==> config.mk <==
export PLATFORM = sky130hd
export DESIGN_NAME = record_exchange_sort_by_key_unit_flat
export DESIGN_NICKNAME = d
export VERILOG_FILES = /design/src/sv/resbk_pkg.sv /design/src/sv/resbk_req_if.sv /design/src/sv/resbk_rsp_if.sv /design/src/sv/record_exchange_sort_by_key_unit.sv /design/src/sv/resbk_store.sv /design/src/sv/resbk_cmp.sv /design/src/flat_wrapper.sv
export SDC_FILE = /design/constraint.sdc
export NUM_CORES = 2
export LEC_CHECK = 0
export ABC_CLOCK_PERIOD_IN_PS = 4400
export BUFFER_PORTS_ARGS = -buffer_cell sky130_fd_sc_hd__buf_2
export CORE_MARGIN = 5
export CORE_UTILIZATION = 35
export DETAILED_ROUTE_END_ITERATION = 12
export GPL_ROUTABILITY_DRIVEN = 1
export HOLD_SLACK_MARGIN = 0.06
export PLACE_DENSITY = 0.55
export SYNTH_ARGS = -nofsm -noshare
export SYNTH_HDL_FRONTEND = slang
export SYNTH_SLANG_ARGS = --single-unit
export TNS_END_PERCENT = 1
==> constraint.sdc <==
create_clock -name clock -period 4.4 [get_ports clock]
set_input_delay 0.88 -clock clock [delete_from_list [all_inputs] [get_ports clock]]
set_output_delay 0.88 -clock clock [all_outputs]
set_load 0.05 [all_outputs]
==> src/sv/resbk_pkg.sv <==
// Shared types and constants for the record exchange sorter.
`timescale 1ns / 1ps
`default_nettype none

package resbk_pkg;

   localparam int KEY_W  = 12;
   localparam int TAG_W  = 8;
   localparam int DATA_W = 32;
   localparam int PADDR_W = 3;

   // Register byte addresses.
   localparam logic [PADDR_W-1:0] REG_ORDER_DESCENDING = 3'd0;

   typedef struct packed {
      logic [KEY_W-1:0] key;
      logic [TAG_W-1:0] tag;
   } record_type;

   // Result of one compare-and-exchange step.
   typedef struct packed {
      logic       swap;
      record_type keep;
   } cmp_result_type;

endpackage

`default_nettype wire

==> src/sv/resbk_req_if.sv <==
// Input channel interface carrying one record per transaction.
`timescale 1ns / 1ps
`default_nettype none

interface resbk_req_if import resbk_pkg::*; ();
   logic             valid;
   logic             ready;
   logic [KEY_W-1:0] score_key;
   logic [TAG_W-1:0] record_tag;
   logic             end_of_set;

   modport source (output valid, score_key, record_tag, end_of_set, input ready);
   modport sink (input valid, score_key, record_tag, end_of_set, output ready);
endinterface

`default_nettype wire

==> src/sv/resbk_rsp_if.sv <==
// Result channel interface carrying one sorted record per transaction.
`timescale 1ns / 1ps
`default_nettype none

interface resbk_rsp_if import resbk_pkg::*; ();
   logic             valid;
   logic             ready;
   logic [KEY_W-1:0] sorted_key;
   logic [TAG_W-1:0] sorted_tag;
   logic             run_last;
   logic             overflowed;

   modport source (output valid, sorted_key, sorted_tag, run_last, overflowed, input ready);
   modport sink (input valid, sorted_key, sorted_tag, run_last, overflowed, output ready);
endinterface

`default_nettype wire

==> src/sv/record_exchange_sort_by_key_unit.sv <==
// Top level of the record exchange sorter: sequencer, register port and output stage.
`timescale 1ns / 1ps
`default_nettype none

// Records (a 12-bit unsigned 8.4 score and an 8-bit tag) are loaded one per
// transaction, one per cycle, into an on-chip store of MAX_RECORDS entries.
// Records that arrive while the store is full are dropped and the set is
// marked as overflowed; the record flagged end_of_set is dropped the same
// way if the store is full. When end_of_set arrives the input stops taking
// transactions and the stored records are put in order by an exchange sort:
// for each position i and every later position j the pair is swapped when
// strictly out of order, so ties land exactly where that procedure puts
// them. The direction comes from register order_descending (byte address 0,
// reset 1, highest score first). Every record of the sorted run is then
// sent out, with run_last on the final one and overflowed on all of them
// when the set lost records. The sort takes one pair at a time, as the
// single store read port and the one compare unit are shared; each record
// leaves through a read state and a load state, the read waiting while
// the output register is full. Loading of the next set begins while the
// last result of a run may still wait in the output register. The user must
// write configuration only while no set is in flight; no check enforces it.

module record_exchange_sort_by_key_unit
   import resbk_pkg::*;
#(
   parameter int MAX_RECORDS = 64
) (
   input  wire logic                clock,
   input  wire logic                reset,
   resbk_req_if.sink                req_bus,
   resbk_rsp_if.source              rsp_bus,
   input  wire logic                csr_psel,
   input  wire logic                csr_penable,
   input  wire logic                csr_pwrite,
   input  wire logic [PADDR_W-1:0]  csr_paddr,
   input  wire logic [DATA_W-1:0]   csr_pwdata,
   output      logic [DATA_W-1:0]   csr_prdata,
   output      logic                csr_pready
);

   localparam int ADDR_W = $clog2(MAX_RECORDS);
   localparam int CNT_W  = $clog2(MAX_RECORDS + 1);
   localparam logic [CNT_W-1:0] FULL_COUNT = CNT_W'(MAX_RECORDS);

   typedef enum logic [7:0] {
      ST_LOAD     = 8'b0000_0001,
      ST_FETCH_I  = 8'b0000_0010,
      ST_HOLD_I   = 8'b0000_0100,
      ST_FETCH_J  = 8'b0000_1000,
      ST_CMP      = 8'b0001_0000,
      ST_STORE_I  = 8'b0010_0000,
      ST_EMIT_RD  = 8'b0100_0000,
      ST_EMIT_LD  = 8'b1000_0000
   } state_type;

   state_type        state_ff, state_in;
   logic [CNT_W-1:0] count_ff, count_in;
   logic             ovf_ff, ovf_in;
   logic [CNT_W-1:0] i_ff, i_in;
   logic [CNT_W-1:0] j_ff, j_in;
   logic [CNT_W-1:0] k_ff, k_in;
   record_type       cur_ff, cur_in;
   logic             order_ff, order_in;

   logic             rsp_valid_ff, rsp_valid_in;
   record_type       rsp_rec_ff, rsp_rec_in;
   logic             rsp_last_ff, rsp_last_in;
   logic             rsp_ovf_ff, rsp_ovf_in;
   logic             rsp_load;

   logic              wr_en;
   logic [ADDR_W-1:0] wr_addr;
   record_type        wr_data;
   logic [ADDR_W-1:0] rd_addr;
   record_type        rd_data;
   cmp_result_type    cmp_res;
   logic              req_take;
   logic              csr_write;

   resbk_store #(
      .DEPTH (MAX_RECORDS)
   ) u_store (
      .clock   (clock),
      .wr_en   (wr_en),
      .wr_addr (wr_addr),
      .wr_data (wr_data),
      .rd_addr (rd_addr),
      .rd_data (rd_data)
   );

   resbk_cmp u_cmp (
      .order_descending (order_ff),
      .held             (cur_ff),
      .probe            (rd_data),
      .result           (cmp_res)
   );

   // Register port: a single direction bit, always ready.
   assign csr_pready = 1'b1;
   assign csr_write  = csr_psel && csr_penable && csr_pwrite && csr_pready;

   always_comb begin
      order_in = order_ff;
      if (csr_write && (csr_paddr == REG_ORDER_DESCENDING)) begin
         order_in = csr_pwdata[0];
      end
      if (csr_paddr == REG_ORDER_DESCENDING) begin
         csr_prdata = {{(DATA_W-1){1'b0}}, order_ff};
      end else begin
         csr_prdata = '0;
      end
   end

   assign req_bus.ready = (state_ff == ST_LOAD);
   assign req_take      = req_bus.valid && req_bus.ready;

   // Sequencer for load, sort and emission.
   always_comb begin
      state_in     = state_ff;
      count_in     = count_ff;
      ovf_in       = ovf_ff;
      i_in         = i_ff;
      j_in         = j_ff;
      k_in         = k_ff;
      cur_in       = cur_ff;
      wr_en        = 1'b0;
      wr_addr      = '0;
      wr_data      = cur_ff;
      rd_addr      = '0;
      rsp_load     = 1'b0;
      rsp_rec_in   = rd_data;
      rsp_last_in  = (k_ff + CNT_W'(1)) == count_ff;
      rsp_ovf_in   = ovf_ff;
      rsp_valid_in = rsp_valid_ff && !rsp_bus.ready;

      unique case (state_ff)
         ST_LOAD: begin
            if (req_take) begin
               if (count_ff < FULL_COUNT) begin
                  wr_en       = 1'b1;
                  wr_addr     = count_ff[ADDR_W-1:0];
                  wr_data.key = req_bus.score_key;
                  wr_data.tag = req_bus.record_tag;
                  count_in    = count_ff + CNT_W'(1);
               end else begin
                  ovf_in = 1'b1;
               end
               if (req_bus.end_of_set) begin
                  i_in = '0;
                  k_in = '0;
                  if (count_in >= CNT_W'(2)) begin
                     state_in = ST_FETCH_I;
                  end else begin
                     state_in = ST_EMIT_RD;
                  end
               end
            end
         end
         ST_FETCH_I: begin
            rd_addr  = i_ff[ADDR_W-1:0];
            state_in = ST_HOLD_I;
         end
         ST_HOLD_I: begin
            cur_in   = rd_data;
            j_in     = i_ff + CNT_W'(1);
            state_in = ST_FETCH_J;
         end
         ST_FETCH_J: begin
            rd_addr  = j_ff[ADDR_W-1:0];
            state_in = ST_CMP;
         end
         ST_CMP: begin
            // The held record moves to j when the pair is out of order.
            cur_in  = cmp_res.keep;
            wr_en   = cmp_res.swap;
            wr_addr = j_ff[ADDR_W-1:0];
            wr_data = cur_ff;
            if ((j_ff + CNT_W'(1)) < count_ff) begin
               j_in     = j_ff + CNT_W'(1);
               state_in = ST_FETCH_J;
            end else begin
               state_in = ST_STORE_I;
            end
         end
         ST_STORE_I: begin
            wr_en   = 1'b1;
            wr_addr = i_ff[ADDR_W-1:0];
            wr_data = cur_ff;
            i_in    = i_ff + CNT_W'(1);
            if ((i_ff + CNT_W'(2)) < count_ff) begin
               state_in = ST_FETCH_I;
            end else begin
               k_in     = '0;
               state_in = ST_EMIT_RD;
            end
         end
         ST_EMIT_RD: begin
            // Read ahead only when the output register will be free.
            if (!rsp_valid_ff || rsp_bus.ready) begin
               rd_addr  = k_ff[ADDR_W-1:0];
               state_in = ST_EMIT_LD;
            end
         end
         ST_EMIT_LD: begin
            rsp_load     = 1'b1;
            rsp_valid_in = 1'b1;
            if (rsp_last_in) begin
               count_in = '0;
               ovf_in   = 1'b0;
               state_in = ST_LOAD;
            end else begin
               k_in     = k_ff + CNT_W'(1);
               state_in = ST_EMIT_RD;
            end
         end
         default: begin
            state_in = ST_LOAD;
         end
      endcase
   end

   always_ff @(posedge clock) begin
      if (reset) begin
         state_ff     <= ST_LOAD;
         count_ff     <= '0;
         ovf_ff       <= 1'b0;
         order_ff     <= 1'b1;
         rsp_valid_ff <= 1'b0;
      end else begin
         state_ff     <= state_in;
         count_ff     <= count_in;
         ovf_ff       <= ovf_in;
         order_ff     <= order_in;
         rsp_valid_ff <= rsp_valid_in;
      end
   end

   always_ff @(posedge clock) begin
      i_ff   <= i_in;
      j_ff   <= j_in;
      k_ff   <= k_in;
      cur_ff <= cur_in;
      if (rsp_load) begin
         rsp_rec_ff  <= rsp_rec_in;
         rsp_last_ff <= rsp_last_in;
         rsp_ovf_ff  <= rsp_ovf_in;
      end
   end

   assign rsp_bus.valid      = rsp_valid_ff;
   assign rsp_bus.sorted_key = rsp_rec_ff.key;
   assign rsp_bus.sorted_tag = rsp_rec_ff.tag;
   assign rsp_bus.run_last   = rsp_last_ff;
   assign rsp_bus.overflowed = rsp_ovf_ff;

endmodule

`default_nettype wire

==> src/sv/resbk_store.sv <==
// Record memory: one write port and one registered read port.
`timescale 1ns / 1ps
`default_nettype none

module resbk_store
   import resbk_pkg::*;
#(
   parameter int DEPTH = 64
) (
   input  wire logic                       clock,
   input  wire logic                       wr_en,
   input  wire logic [$clog2(DEPTH)-1:0]   wr_addr,
   input  wire record_type                 wr_data,
   input  wire logic [$clog2(DEPTH)-1:0]   rd_addr,
   output      record_type                 rd_data
);

   record_type mem [DEPTH];

   always_ff @(posedge clock) begin
      if (wr_en) begin
         mem[wr_addr] <= wr_data;
      end
   end

   always_ff @(posedge clock) begin
      rd_data <= mem[rd_addr];
   end

endmodule

`default_nettype wire

==> src/sv/resbk_cmp.sv <==
// Compare-and-exchange unit shared by every step of the sort.
`timescale 1ns / 1ps
`default_nettype none

module resbk_cmp
   import resbk_pkg::*;
(
   input  wire logic       order_descending,
   input  wire record_type held,
   input  wire record_type probe,
   output      cmp_result_type result
);

   logic swap;

   // Equal keys never swap, which fixes the order of ties.
   always_comb begin
      if (order_descending) begin
         swap = held.key < probe.key;
      end else begin
         swap = held.key > probe.key;
      end
      result.swap = swap;
      result.keep = swap ? probe : held;
   end

endmodule

`default_nettype wire
==> src/flat_wrapper.sv <==
// flat-port wrapper written by rule: the top's interface ports become plain ports
module record_exchange_sort_by_key_unit_flat import resbk_pkg::*;
#(
   parameter int MAX_RECORDS = 64
)
  (clock, reset, csr_psel, csr_penable, csr_pwrite, csr_paddr, csr_pwdata, csr_prdata, csr_pready, req_bus_valid, req_bus_score_key, req_bus_record_tag, req_bus_end_of_set, req_bus_ready, rsp_bus_valid, rsp_bus_sorted_key, rsp_bus_sorted_tag, rsp_bus_run_last, rsp_bus_overflowed, rsp_bus_ready);
  resbk_req_if req_bus_i ();
  resbk_rsp_if rsp_bus_i ();
  input  wire logic clock;
  input  wire logic reset;
  input  wire logic csr_psel;
  input  wire logic csr_penable;
  input  wire logic csr_pwrite;
  input  wire logic [PADDR_W-1:0] csr_paddr;
  input  wire logic [DATA_W-1:0] csr_pwdata;
  output      logic [DATA_W-1:0] csr_prdata;
  output      logic csr_pready;
  input wire logic [$bits(req_bus_i.valid)-1:0] req_bus_valid;
  input wire logic [$bits(req_bus_i.score_key)-1:0] req_bus_score_key;
  input wire logic [$bits(req_bus_i.record_tag)-1:0] req_bus_record_tag;
  input wire logic [$bits(req_bus_i.end_of_set)-1:0] req_bus_end_of_set;
  output wire logic [$bits(req_bus_i.ready)-1:0] req_bus_ready;
  output wire logic [$bits(rsp_bus_i.valid)-1:0] rsp_bus_valid;
  output wire logic [$bits(rsp_bus_i.sorted_key)-1:0] rsp_bus_sorted_key;
  output wire logic [$bits(rsp_bus_i.sorted_tag)-1:0] rsp_bus_sorted_tag;
  output wire logic [$bits(rsp_bus_i.run_last)-1:0] rsp_bus_run_last;
  output wire logic [$bits(rsp_bus_i.overflowed)-1:0] rsp_bus_overflowed;
  input wire logic [$bits(rsp_bus_i.ready)-1:0] rsp_bus_ready;
  assign req_bus_i.valid = req_bus_valid;
  assign req_bus_i.score_key = req_bus_score_key;
  assign req_bus_i.record_tag = req_bus_record_tag;
  assign req_bus_i.end_of_set = req_bus_end_of_set;
  assign req_bus_ready = req_bus_i.ready;
  assign rsp_bus_valid = rsp_bus_i.valid;
  assign rsp_bus_sorted_key = rsp_bus_i.sorted_key;
  assign rsp_bus_sorted_tag = rsp_bus_i.sorted_tag;
  assign rsp_bus_run_last = rsp_bus_i.run_last;
  assign rsp_bus_overflowed = rsp_bus_i.overflowed;
  assign rsp_bus_i.ready = rsp_bus_ready;
  record_exchange_sort_by_key_unit #(.MAX_RECORDS(MAX_RECORDS)) u_core (.clock(clock), .reset(reset), .req_bus(req_bus_i), .rsp_bus(rsp_bus_i), .csr_psel(csr_psel), .csr_penable(csr_penable), .csr_pwrite(csr_pwrite), .csr_paddr(csr_paddr), .csr_pwdata(csr_pwdata), .csr_prdata(csr_prdata), .csr_pready(csr_pready));
endmodule
==> impl_metrics.csv <==
group,metric,value,unit
run_status,outcome,"complete, no violations",
global_routing,grt_pass1_vias,32420,
route,wirelength,160500,um
flow_run,maxCapViolations,0,
global_routing,grt_usage,18.79,%
sta,fin_crit,4.150,ns
synth,yosysTopAreaCellShare,73.03,%
floorplanning,dieArea,165800,um^2
route,drt_pass1_iterations,5,
route,drt_iter0_drc,3815,
route,wire_per_inst,24.90,um
floorplanning,core,156600,um^2
clock_tree,numCtsBuffers,148,
route,vias_per_cell,5.335,
sta,skew,0.03089,ns
power,max-vdd-ir-drop,0.0003066,V
power,p_leak,21.89,nW
route,drc,0,
sta,setup_viol,0,
placed_design,post-place-cells,6184,
synth,ys_ff_latch,1381,
setup_path,critPathLaunchType,"register",
layout,area_growth,16.89,%
clock_tree,clk_latency,0.78,ns
synth,synthDistinctLibCells,80,
placed_design,hpwl,96690,um
global_routing,overflow,0,
sta,setup_ws,0.2505,ns
clock_tree,postCtsResizedCells,0,
floorplanning,fp.dieH,407.2,um
setup_path,worstPathMaxFanout,20,
clock_tree,cts_buffer_depth,3,
synth,synthArstFlopShare,0,%
synth,ys_top_cells_by_area,"edfxtp_1 (73%), nand2_1 (6.3%), nand3_1 (3.4%)",
clock_tree,cts_hold_buffers,0,
setup_path,critPathKind,"register to register",
setup_path,arrival,4.53,ns
route,ant_nets,0,
layout,finalNonFillerCells,6446,
floorplanning,die_w,407.2,um
layout,fillers,14260,
sta,max-slew-margin-rel,13.07,%
sta,fmax,241.0,MHz
layout,fin_nets,4369,
placed_design,gp_congestion,0.8404,
power,power,32.81,mW
sta,tns,0,ns
route,via_count,34390,
floorplanning,num_rows,145,
synth,postSynthAreaPerCell,13.76,um^2
synth,yosysSeqAreaShare,74.41,%
clock_tree,cts_tree,"yes",
synth,synthMostInstantiatedCell,"edfxtp_1",
clock_tree,path_clk_slew,0.06,ns
floorplanning,start_util,35.27,%
global_routing,grt_pass1_wl,231000,um
layout,seq_area,41090,um^2
floorplanning,pin_count,120,
hold_path,min_path_cells,3,
synth,synth_commonest_cells,"edfxtp_1 (1343), nand2_1 (932), nand3_1 (372)",
hold_path,hp-class,"input pin to register",
sta,tightest_slew,1.303,ns
global_routing,antenna_found_initial,6,
placed_design,portBuffers,56,
setup_path,rr_worst_depth,9,
clock_tree,cts_setup_buffers,0,
synth,synthCells,4014,
power,p_per_area,508.4,nW/um^2
placed_design,place_ws,0.03061,ns
layout,drive_above_1_share,15.39,%
clock_tree,cts.sinks,1381,
sta,period_share,94.31,%
synth,yosys_warnings,0,
sta,rsz0062_at_grt,"no",
global_routing,grt_max_degree,78,
clock_tree,htree_levels,4,
clock_tree,root_buffer,"clkbuf_16",
sta,slew_violations,0,
setup_path,cp-end-kind,"register",
setup_path,worstPathRequired,4.78,ns
sta,hold_viol,0,
layout,multiInputGateArea,13160,um^2
synth,synthFlopType,"edfxtp_1",
synth,syn_area,55220,um^2
synth,synth_edf_count,1343,
synth,yosys.area.top_type,"edfxtp_1",
## flip-flops by register name, summed over array words and instances, names as in the netlist
| register | flops |
|---|---|
| u_core.count_ff | 7 |
| u_core.cur_ff | 20 |
| u_core.i_ff | 7 |
| u_core.j_ff | 7 |
| u_core.k_ff | 7 |
| u_core.order_ff | 1 |
| u_core.ovf_ff | 1 |
| u_core.rsp_bus.overflowed | 1 |
| u_core.rsp_bus.run_last | 1 |
| u_core.rsp_bus.sorted_key | 12 |
| u_core.rsp_bus.sorted_tag | 8 |
| u_core.rsp_bus.valid | 1 |
| u_core.state_ff | 8 |
| u_core.u_store.mem | 1280 |
| u_core.u_store.rd_data | 20 |
## cells by family (layout without fill, tap and decap cells)
| group | after synthesis | count (layout) | synth area share [%] |
|---|---|---|---|
| AOI/OAI and AO/OA | 486 | 486 | 5.682 |
| xor gates and xnor gates | 29 | 29 | 0.4599 |
| adders and majority gates | 30 | 30 | 0.6797 |
| buffers and inverters | 287 | 629 | 2.490 |
| DFF | 1381 | 1381 | 74.41 |
| muxes | 187 | 187 | 3.433 |
| other | 2 | 34 | 0.01360 |
| and+or+nand+nor | 1612 | 1612 | 12.84 |
## through the flow
step                instance area, um^2  util (%)  hold slack, ns
floorplan                         55340         -          0.4037
global placement                  59940     38.28          0.4255
detailed placement                59940     38.28          0.4195
CTS                               64540     41.22          0.2752
global route                      64540     41.22          0.3420
finish                            64550     41.23          0.3283
## per-layer routing
metal  track usage [%]  routed length, um
met3             4.290              13250
met4             6.079               4722
met1             26.62              70280
met2             28.76              72250
met5                 0                 14
## layout by cell type (no fill, tap or decap), types with 20 or more instances in the layout
cell       count
clkbuf_16    150
o22ai_1       67
a31oi_1       61
and3_1        34
a21oi_1      179
ha_1          30
nand3_1      365
conb_1        32
clkbuf_1      27
nor3_1        24
nor2_2        66
edfxtp_1    1343
nor2_1        63
o21ai_0       25
inv_1         23
clkinv_2      25
nand2_1      931
buf_12        46
a32oi_1       20
mux2i_1      168
clkinv_1      28
buf_2         56
buf_4        244
nor4_1        43
dfxtp_1       38
## where the power goes
part           leakage, nW  switching (mW)  internal (mW)
logic                 7.22            3.46           1.23
registers             12.4           0.339           15.9
clock network         2.26            5.07           6.84
## area by class of cell
type / count / area share, %
diodes: 2 / 0.007754
clock buffers: 184 / 6.121
clock inverters: 76 / 1.006
inverters: 23 / 0.1337
multi-input cells: 2376 / 20.39
flip-flops and latches: 1381 / 63.66
well taps: 2058 / 3.989
repair buffers: 346 / 4.699
## worst paths after layout
kind	from	end	slack, ns
min reg2reg	u_core.u_store.rd_data[6]	u_core.rsp_bus.sorted_tag[6]	0.43
min	csr_pwdata[0]	u_core.order_ff	0.33
max	u_core.state_ff[4]	u_core.u_store.mem[12][16]	0.25
max reg2reg	u_core.state_ff[4]	u_core.u_store.mem[12][16]	0.25
## worst max-delay path, cell delays in order (launching register included)
cell and delay [ns]:
dfxtp_1 0.41, or4_4 0.62, nor4_2 0.30, nand2_1 0.13, buf_4 0.17, nor3_1 0.27
a221o_1 0.35, and3_1 0.25, nand2_1 0.19, nor2_2 1.04
(Power assumes the default switching activity.)
